--- src/sv/lnc_pkg.sv ---
// Shared types, constants and saturating fixed-point helpers for the lattice node collision block.
package lnc_pkg;

    localparam int WORD_BITS   = 32;
    localparam int FRAC_BITS   = 28;
    localparam int QUO_BITS    = WORD_BITS + FRAC_BITS;
    localparam int DIV_LAT     = QUO_BITS + 2;
    localparam int LANE_LAT    = 7;
    localparam int NUM_DIRS    = 9;
    localparam int RELAX_BITS  = WORD_BITS - 2;
    localparam int SOURCE_BITS = WORD_BITS - 3;
    localparam int ADDR_BITS   = 4;
    localparam int DATA_BITS   = 32;

    typedef logic signed [WORD_BITS-1:0] word_t;

    localparam word_t WORD_MAX = {1'b0, {(WORD_BITS-1){1'b1}}};
    localparam word_t WORD_MIN = {1'b1, {(WORD_BITS-1){1'b0}}};

    localparam word_t ONE_Q       = word_t'(64'd1 << FRAC_BITS);
    localparam word_t WEIGHT_REST = word_t'(((64'd4 << FRAC_BITS) + 64'd4) / 64'd9);
    localparam word_t WEIGHT_AXIS = word_t'(((64'd1 << FRAC_BITS) + 64'd4) / 64'd9);
    localparam word_t WEIGHT_DIAG = word_t'(((64'd1 << FRAC_BITS) + 64'd18) / 64'd36);

    localparam logic [RELAX_BITS-1:0]  RELAX_RESET  = RELAX_BITS'(64'd1 << FRAC_BITS);
    localparam logic [SOURCE_BITS-1:0] SOURCE_RESET = SOURCE_BITS'(64'd1 << (FRAC_BITS - 1));

    localparam int DIR_X [NUM_DIRS] = '{0, 1, 0, -1, 0, 1, -1, -1, 1};
    localparam int DIR_Y [NUM_DIRS] = '{0, 0, 1, 0, -1, 1, 1, -1, -1};

    typedef enum logic [1:0] {
        CFG_FORCE_X,
        CFG_FORCE_Y,
        CFG_RELAX_RATE,
        CFG_SOURCE_FACTOR
    } cfg_reg_t;

    typedef struct packed {
        word_t pop_rest;
        word_t pop_east;
        word_t pop_north;
        word_t pop_west;
        word_t pop_south;
        word_t pop_northeast;
        word_t pop_northwest;
        word_t pop_southwest;
        word_t pop_southeast;
        logic  force_row;
    } in_item_t;

    typedef struct packed {
        word_t out_rest;
        word_t out_east;
        word_t out_north;
        word_t out_west;
        word_t out_south;
        word_t out_northeast;
        word_t out_northwest;
        word_t out_southwest;
        word_t out_southeast;
        word_t velocity_x;
        word_t velocity_y;
        logic  bad_density;
    } out_item_t;

    typedef struct packed {
        word_t [NUM_DIRS-1:0] pop;
        word_t                rho;
        word_t                force_x;
        word_t                force_y;
        logic                 bad;
    } node_side_t;

    typedef struct packed {
        word_t vel_x;
        word_t vel_y;
        word_t force_x;
        word_t force_y;
        word_t rho;
        word_t usq_scaled;
        word_t uf_scaled;
    } lane_ctx_t;

    typedef struct packed {
        word_t vel_x;
        word_t vel_y;
        logic  bad;
    } vel_info_t;

    function automatic word_t sat_add(word_t a, word_t b);
        logic [WORD_BITS:0] s;
        s = {a[WORD_BITS-1], a} + {b[WORD_BITS-1], b};
        if (s[WORD_BITS] != s[WORD_BITS-1])
            return s[WORD_BITS] ? WORD_MIN : WORD_MAX;
        return s[WORD_BITS-1:0];
    endfunction

    function automatic word_t sat_sub(word_t a, word_t b);
        logic [WORD_BITS:0] s;
        s = {a[WORD_BITS-1], a} - {b[WORD_BITS-1], b};
        if (s[WORD_BITS] != s[WORD_BITS-1])
            return s[WORD_BITS] ? WORD_MIN : WORD_MAX;
        return s[WORD_BITS-1:0];
    endfunction

    function automatic word_t pick(int e, word_t v);
        if (e > 0)
            return v;
        if (e < 0)
            return sat_sub('0, v);
        return '0;
    endfunction

    // halve, truncating toward zero
    function automatic word_t half_tz(word_t a);
        logic [WORD_BITS:0] t;
        t = {a[WORD_BITS-1], a} + {{WORD_BITS{1'b0}}, a[WORD_BITS-1]};
        return t[WORD_BITS:1];
    endfunction

    function automatic word_t clamp_wide(logic [WORD_BITS+3:0] x);
        if ((&x[WORD_BITS+3:WORD_BITS-1]) || !(|x[WORD_BITS+3:WORD_BITS-1]))
            return x[WORD_BITS-1:0];
        return x[WORD_BITS+3] ? WORD_MIN : WORD_MAX;
    endfunction

    function automatic word_t times3(word_t a);
        logic [WORD_BITS+3:0] e;
        e = {{4{a[WORD_BITS-1]}}, a};
        return clamp_wide(e + (e << 1));
    endfunction

    function automatic word_t times4(word_t a);
        logic [WORD_BITS+3:0] e;
        e = {{4{a[WORD_BITS-1]}}, a};
        return clamp_wide(e << 2);
    endfunction

    function automatic word_t times9(word_t a);
        logic [WORD_BITS+3:0] e;
        e = {{4{a[WORD_BITS-1]}}, a};
        return clamp_wide((e << 3) + e);
    endfunction

    function automatic word_t apply_sign(logic neg, logic [WORD_BITS-1:0] m);
        return neg ? word_t'(~m + 1'b1) : word_t'(m);
    endfunction

    // product shifted down by the fraction bits, truncated toward zero, saturated
    function automatic word_t sat_mul(word_t a, word_t b);
        logic [WORD_BITS-1:0]   ma;
        logic [WORD_BITS-1:0]   mb;
        logic [2*WORD_BITS-1:0] p;
        logic [2*WORD_BITS-1:0] s;
        logic                   neg;
        ma  = a[WORD_BITS-1] ? (~a + 1'b1) : a;
        mb  = b[WORD_BITS-1] ? (~b + 1'b1) : b;
        p   = {{WORD_BITS{1'b0}}, ma} * {{WORD_BITS{1'b0}}, mb};
        s   = p >> FRAC_BITS;
        neg = a[WORD_BITS-1] ^ b[WORD_BITS-1];
        if (s > {{(WORD_BITS+1){1'b0}}, {(WORD_BITS-1){1'b1}}})
            return neg ? WORD_MIN : WORD_MAX;
        return apply_sign(neg, s[WORD_BITS-1:0]);
    endfunction

    function automatic word_t dir_weight(int dir);
        case (dir)
            0:          return WEIGHT_REST;
            1, 2, 3, 4: return WEIGHT_AXIS;
            default:    return WEIGHT_DIAG;
        endcase
    endfunction

endpackage

--- src/sv/lnc_merge.sv ---
// Output stage: gather the nine lane results and the velocity into one result transfer.
module lnc_merge (
    input  logic                clk,
    input  logic                rst_n,
    input  logic                valid,
    input  lnc_pkg::word_t      pops [lnc_pkg::NUM_DIRS],
    input  lnc_pkg::vel_info_t  info,
    output logic                result_valid,
    output lnc_pkg::out_item_t  result
);

    logic               valid_reg;
    lnc_pkg::out_item_t result_reg;
    lnc_pkg::out_item_t result_next;

    always_comb
    begin
        result_next.out_rest      = pops[0];
        result_next.out_east      = pops[1];
        result_next.out_north     = pops[2];
        result_next.out_west      = pops[3];
        result_next.out_south     = pops[4];
        result_next.out_northeast = pops[5];
        result_next.out_northwest = pops[6];
        result_next.out_southwest = pops[7];
        result_next.out_southeast = pops[8];
        result_next.velocity_x    = info.vel_x;
        result_next.velocity_y    = info.vel_y;
        result_next.bad_density   = info.bad;
    end

    always_ff @(posedge clk or negedge rst_n)
    begin
        if (!rst_n)
            valid_reg <= 1'b0;
        else
            valid_reg <= valid;
    end

    always_ff @(posedge clk)
    begin
        result_reg <= result_next;
    end

    assign result_valid = valid_reg;
    assign result       = result_reg;

    a_bad_zero_vel: assert property (@(posedge clk) disable iff (!rst_n)
        result_valid && result.bad_density |->
            result.velocity_x == '0 && result.velocity_y == '0)
        else $error("velocity not zeroed on bad density");

endmodule

--- config.mk ---
export PLATFORM = sky130hd
export DESIGN_NAME = lnc_merge
export DESIGN_NICKNAME = d
export VERILOG_FILES = /design/src/sv/lnc_pkg.sv /design/src/sv/lnc_merge.sv
export SDC_FILE = /design/constraint.sdc
export NUM_CORES = 1
export LEC_CHECK = 0
export BUFFER_PORTS_ARGS = -buffer_cell sky130_fd_sc_hd__buf_2
export CORE_AREA = 5 5 272 274
export CTS_CLUSTER_DIAMETER = 200
export CTS_CLUSTER_SIZE = 25
export DETAILED_ROUTE_END_ITERATION = 6
export DIE_AREA = 0 0 277 279
export GPL_TIMING_DRIVEN = 0
export PLACE_DENSITY_LB_ADDON = 0.3
export SKIP_CTS_REPAIR_TIMING = 1
export SLEW_MARGIN = 25
export SYNTH_ARGS = -nofsm -noshare
export SYNTH_HDL_FRONTEND = slang
export SYNTH_SLANG_ARGS = --single-unit
--- constraint.sdc ---
create_clock -name clk -period 0.8 [get_ports clk]
set_input_delay 0.12 -clock clk [delete_from_list [all_inputs] [get_ports clk]]
set_output_delay 0.12 -clock clk [all_outputs]
set_load 0.03 [all_outputs]
* Word-level counts from Yosys, hierarchy flattened
Cells that the tools add are included.
Storage, ports and cells: register bits 354, output and inout port bits 354

* Logic depth before layout (Yosys ltp)
Gate-level depths: netlist of the first run.
depth after elaboration 0, gate-level depth with buffers 0

* Worst setup path before layout of the first run
No wires, ideal clock.
path type register to output, from reg valid_reg, in the netlist result_valid, to out result_valid, arrival 0.467 ns, data required time 0.680 ns, setup slack 0.213 ns, stages on the path, launching flop included 1, buffers on the path 0, cell sequence dfrtp_1
RTL lines:
- start, declared | line lnc_merge.sv:12 | logic valid_reg;
- start signal, assigned | line lnc_merge.sv:37 | valid_reg <= valid;
- end, declared | line lnc_merge.sv:8 | output logic result_valid,
No word-level cell between the ends.

* Worst setup path in the final report of the first run
from reg valid_reg, in the netlist result_valid, to out result_valid
No word-level cell between the ends.

==> results.yml, run 1 <==
drt:
  vias_per_cell: 2.82
  wire_per_inst_microns: 13.2
  dr.max_layer_used: "met4"
  wl_met1_microns: 10100
  vias: 6748
  drt_iter0_drc: 133
  met2RoutedLength_microns: 17800
  ant_nets: 0
  drc_errors: 0
  wl_met3_microns: 2540
  first_pass_iters: 4
  drt_wl_total_microns: 31500
global_route:
  antenna_found_initial: 1
  grt_max_degree: 27
  grt-ovfl-total: 0
  grt_pass1_vias: 5830
  groute.usage.overall_pct: 5.94
  grt_pass1_wl_microns: 35500
sta:
  setup_viol: 354
  fin_crit_sh_pct: 149
  finalHoldViolations: 0
  fmax_mhz: 839
  drv_slew: 0
  grt_setup_unrepaired: "true"
  fin_ws_ps: -392
  slew_headroom_pct: 90.2
  tightestPinTransition_ps: 146
  period_needed_ps: 1190
  hold_slack_ps: 202
critical_path:
  worstSetupStartpoint: "result_valid"
  critPathMaxFanout: 1
  worstSetupStartpointType: "flip-flop"
  max_stage_delay_ps: 390
  crit_buf_inv: 1
  crit_cells: 1
  cp-end-kind: "output port"
  critPathSlowestCell: "dfrtp_1"
  cp.arrival_ps: 1070
  critical_path_class: "reg2out"
  critical-path-top-delay-family: "flip-flops"
  cp.required_ps: 680
  path_cells: "buf_6"
floorplanning:
  start_util_pct: 9.97
  core_area_sq_um: 71100
  ioPinCount: 710
  dieArea_sq_um: 77300
  rows: 98
  die_h_microns: 279
  die_w_microns: 277
placement:
  dp_hpwl_microns: 21400
  post-place-cells: 2013
  place.gp.congestion: 0.817
  place_ws_ps: 66.4
  io_buffers: 709
power:
  vdd_drop_max_v: 0.00224
  leakage_nw: 8.27
  p_per_area_nw_per_um2: 1920
synthesis:
  synth_area_sq_um: 7090
  synthesis.nets: 710
  ys_ff_latch: 354
  synthDistinctLibCells: 2
  synth.yosys.seq_area_share_pct: 100
  avgSynthCellArea_sq_um: 20.0
  yosysWarnings: 0
  synth_cells: 354
status:
  run_status: "finished with violations"
  violations: "negative setup slack"
clock_tree:
  root_buffer: "clkbuf_16"
  clk_pin_slew_ps: 90
  tritoncts: "built"
  htree_levels: 1
  numCtsBuffers: 18
  cts_buffer_depth: 3
  clkSinkCount: 354
min_path:
  hold_path_end: "result[225]"
  hp-class: "in2reg"
  hp-start: "pops[160]"
  holdPathStages: 2
final_layout:
  seq_area_sq_um: 7540
  fin_nets: 1795
  nFillCells: 7163
  layoutNonFillerInstCount: 2390
  final_layout_size_suffix_gt1_share_pct: 75.1
  multi_input_gates: 0
  largest_reg_flops: 353
  diodes: 0
  syn_to_final_growth_pct: 162
  multi_input_area_sq_um: 0
run:
  drv_cap: 0
-- metrics by stage --
| step | cell area [sq um] | power (mW) | util, % | TNS [ps] |
|---|---|---|---|---|
| floorplan | 7090 | 21.2 | - | 0 |
| global placement | 11800 | 23.1 | 16.6 | 0 |
| detailed placement | 11800 | 23.1 | 16.6 | 0 |
| CTS | 12300 | 33.3 | 17.3 | -154430 |
| global route | 18600 | 37.2 | 26.1 | -137620 |
| finish | 18600 | 35.6 | 26.1 | -112780 |
-- per-layer routing --
| layer | track usage (%) | vias up |
|---|---|---|
| met1 | 5.34 | 3143 |
| met4 | 2.34 | 0 |
| met2 | 11.4 | 322 |
| li1 | - | 3237 |
| met5 | 0 | - |
| met3 | 2.93 | 46 |
-- cell usage in the layout, fill, tap and decap left out --
master	netlist	routed
dfxtp_2	0	351
clkinv_16	0	1
buf_6	0	353
dfrtp_1	1	1
buf_2	0	355
clkbuf_16	0	19
dfxtp_4	0	2
buf_12	0	1
clkbuf_1	0	1
dlygate4sd3_1	0	356
-- report_power, final --
part	internal (mW)	switching, mW
sequential	18.7	0.469
combinational	3.46	2.93
clock	4.34	5.64
total	26.6	9.04
-- cell type report --
cell class,instances,share of cell area [%]
Sequential cell,354,40.6
Tap cell,950,6.40
Clock inverter,1,0.162
Timing Repair Buffer,1065,50.3
Clock buffer,20,2.58
-- Yosys cell counts --
cell type	n	area share [%]
dfxtp_1	353	100
dfrtp_1	1	0.35
-- worst max path at each step --
| stage | to | slack (ps) |
|---|---|---|
| final | result_valid | -390 |
| after global routing | result_valid | -470 |
| after CTS | result[239] | -570 |
| after detailed placement | result[150] | 70 |
| after global placement | result[239] | 50 |
| after floorplan | result_valid | 210 |
-- logic make-up (layout without fill, tap and decap cells) --
family	count (synthesis)	after routing	share of synthesized area (%)
flip-flops	354	354	100
buffers and inverters	0	1086	0
No activity file was read; power rests on OpenSTA's default activity.
==> run 2: changes to the inputs <==
--- a/config.mk
+++ b/config.mk
@@ -5,12 +5,12 @@
 export SDC_FILE = /design/constraint.sdc
 export NUM_CORES = 1
 export LEC_CHECK = 0
-export BUFFER_PORTS_ARGS = -buffer_cell sky130_fd_sc_hd__buf_2
-export CORE_AREA = 5 5 272 274
+export CORE_AREA = 5 5 274 276
 export CTS_CLUSTER_DIAMETER = 200
 export CTS_CLUSTER_SIZE = 25
 export DETAILED_ROUTE_END_ITERATION = 6
-export DIE_AREA = 0 0 277 279
+export DIE_AREA = 0 0 279 281
+export DONT_BUFFER_PORTS = 1
 export GPL_TIMING_DRIVEN = 0
 export PLACE_DENSITY_LB_ADDON = 0.3
 export SKIP_CTS_REPAIR_TIMING = 1
==> run 2 against run 1 <==
Effect of this change:
- the flow now stops in 5_1_grt
- synthesized area unchanged
- synthesized cell count unchanged
==> results.yml, run 2 <==
status:
  run_status: "stopped before the end"
  haltStage: "5_1_grt"
  error: "[ERROR RSZ-0060] Max buffer count reached."
synthesis:
  synth.yosys.seq_area_share_pct: 100
  yosys-top-cells-area: "dfxtp_1 (100%), dfrtp_1 (0.35%)"
  yosysWarnings: 0
  synth_area_sq_um: 7090
  synth_ff_type: "dfxtp_1"
  avgSynthCellArea_sq_um: 20.0
  synthArstFlopShare_pct: 0.282
  synthesis.nets: 710
  synth-edff-count: 0
  synth.most_common_cell: "dfxtp_1"
  synth_top_area_share_pct: 99.6
  synthTopCellsByCount: "dfxtp_1 (353), dfrtp_1 (1)"
  synth_top_cell_by_area: "dfxtp_1"
  synthDistinctLibCells: 2
  ys_ff_latch: 354
  synth_cells: 354
floorplanning:
  rows: 99
  die_h_microns: 281
  start_util_pct: 9.80
  die_w_microns: 279
  ioPinCount: 710
sta:
  crit_endpoint: "result_valid"
  endpoint_type: "primary output"
placement:
  placed_area_sq_um: 8290
  place.gp.congestion: 0.683
  io_buffers: 0
clock_tree:
  cts_buffer_depth: 3
  root_buffer: "clkbuf_16"
  numCtsBuffers: 18
  htree_levels: 1
  clkSinkCount: 354
global_route:
  grt_max_degree: 27
## run 2: cell counts after synthesis
Identical to the previous run, type by type.
## run 2: kinds of logic after synthesis
family	count (synthesis)	share of synthesized area, %
flops	354	100
## run 2: stage by stage
step                instances  worst slack, ps  TNS (ps)  hold slack [ps]  util (%)
CTS                      1334             -603   -155650             -793      12.2
detailed placement       1313             50.6         0             -176      11.5
global placement         1313             53.0         0             -176      11.5
floorplan                 354              213         0             -176         -
==> run 3: changes to the inputs <==
--- a/config.mk
+++ b/config.mk
@@ -5,14 +5,12 @@
 export SDC_FILE = /design/constraint.sdc
 export NUM_CORES = 1
 export LEC_CHECK = 0
-export CORE_AREA = 5 5 274 276
-export CTS_CLUSTER_DIAMETER = 200
-export CTS_CLUSTER_SIZE = 25
+export CORE_AREA = 5 5 269 271
 export DETAILED_ROUTE_END_ITERATION = 6
-export DIE_AREA = 0 0 279 281
+export DIE_AREA = 0 0 274 276
 export DONT_BUFFER_PORTS = 1
 export GPL_TIMING_DRIVEN = 0
-export PLACE_DENSITY_LB_ADDON = 0.3
+export PLACE_DENSITY_LB_ADDON = 0.15
 export SKIP_CTS_REPAIR_TIMING = 1
 export SLEW_MARGIN = 25
 export SYNTH_ARGS = -nofsm -noshare
==> constraint.sdc (replaced) <==
create_clock -name clk -period 1.05 [get_ports clk]
set_input_delay 0.1575 -clock clk [delete_from_list [all_inputs] [get_ports clk]]
set_output_delay 0.1575 -clock clk [all_outputs]
set_load 0.03 [all_outputs]
==> run 3 against run 2 <==
Effect of this change:
- synthesized cell count unchanged
- synthesized area unchanged
- the flow again stops in 5_1_grt
==> results.yml, run 3 <==
status:
  run_status: "stopped before the end"
  haltStage: "5_1_grt"
  error: "[ERROR RSZ-0060] Max buffer count reached."
synthesis:
  synthTopCellsByCount: "dfxtp_1 (353), dfrtp_1 (1)"
  synth_ff_type: "dfxtp_1"
  synth_top_cell_by_area: "dfxtp_1"
  synth_xor_area_share_pct: 0
  yosysWarnings: 0
  synth_compound_area_share_pct: 0
  synth.area.mux_share_pct: 0
  synth-adder-area-share_pct: 0
  synth-edff-count: 0
  synthArstFlopShare_pct: 0.282
  synthesis.nets: 710
  avgSynthCellArea_sq_um: 20.0
  synth_top_area_share_pct: 99.6
  synthDistinctLibCells: 2
  yosys.area_share.simple_pct: 0
  synth.yosys.seq_area_share_pct: 100
  yosys-top-cells-area: "dfxtp_1 (100%), dfrtp_1 (0.35%)"
  ys_ff_latch: 354
  synth_area_sq_um: 7090
  synth_cells: 354
  synth.most_common_cell: "dfxtp_1"
sta:
  crit_endpoint: "result[270]"
  endpoint_type: "primary output"
placement:
  placed_area_sq_um: 8270
  io_buffers: 0
  place.gp.congestion: 0.697
  post-place-cells: 1294
floorplanning:
  rows: 97
  die_h_microns: 276
  die_w_microns: 274
  ioPinCount: 710
  start_util_pct: 10.2
clock_tree:
  cts_buffer_depth: 3
  clkSinkCount: 354
  root_buffer: "clkbuf_16"
  numCtsBuffers: 38
  htree_levels: 2
global_route:
  grt_max_degree: 15
[run 3: cell counts after synthesis]
Identical to the previous run, type by type.
[run 3: metrics by stage]
stage                     hold slack, ps  TNS [ps]  setup WS (ps)
after floorplan                     -138         0            425
after global placement              -138         0            281
after detailed placement            -138         0            275
after CTS                           -728    -70360           -345
[run 3: cell families after synthesis]
| logic type | after synthesis |
|---|---|
| flops | 354 |
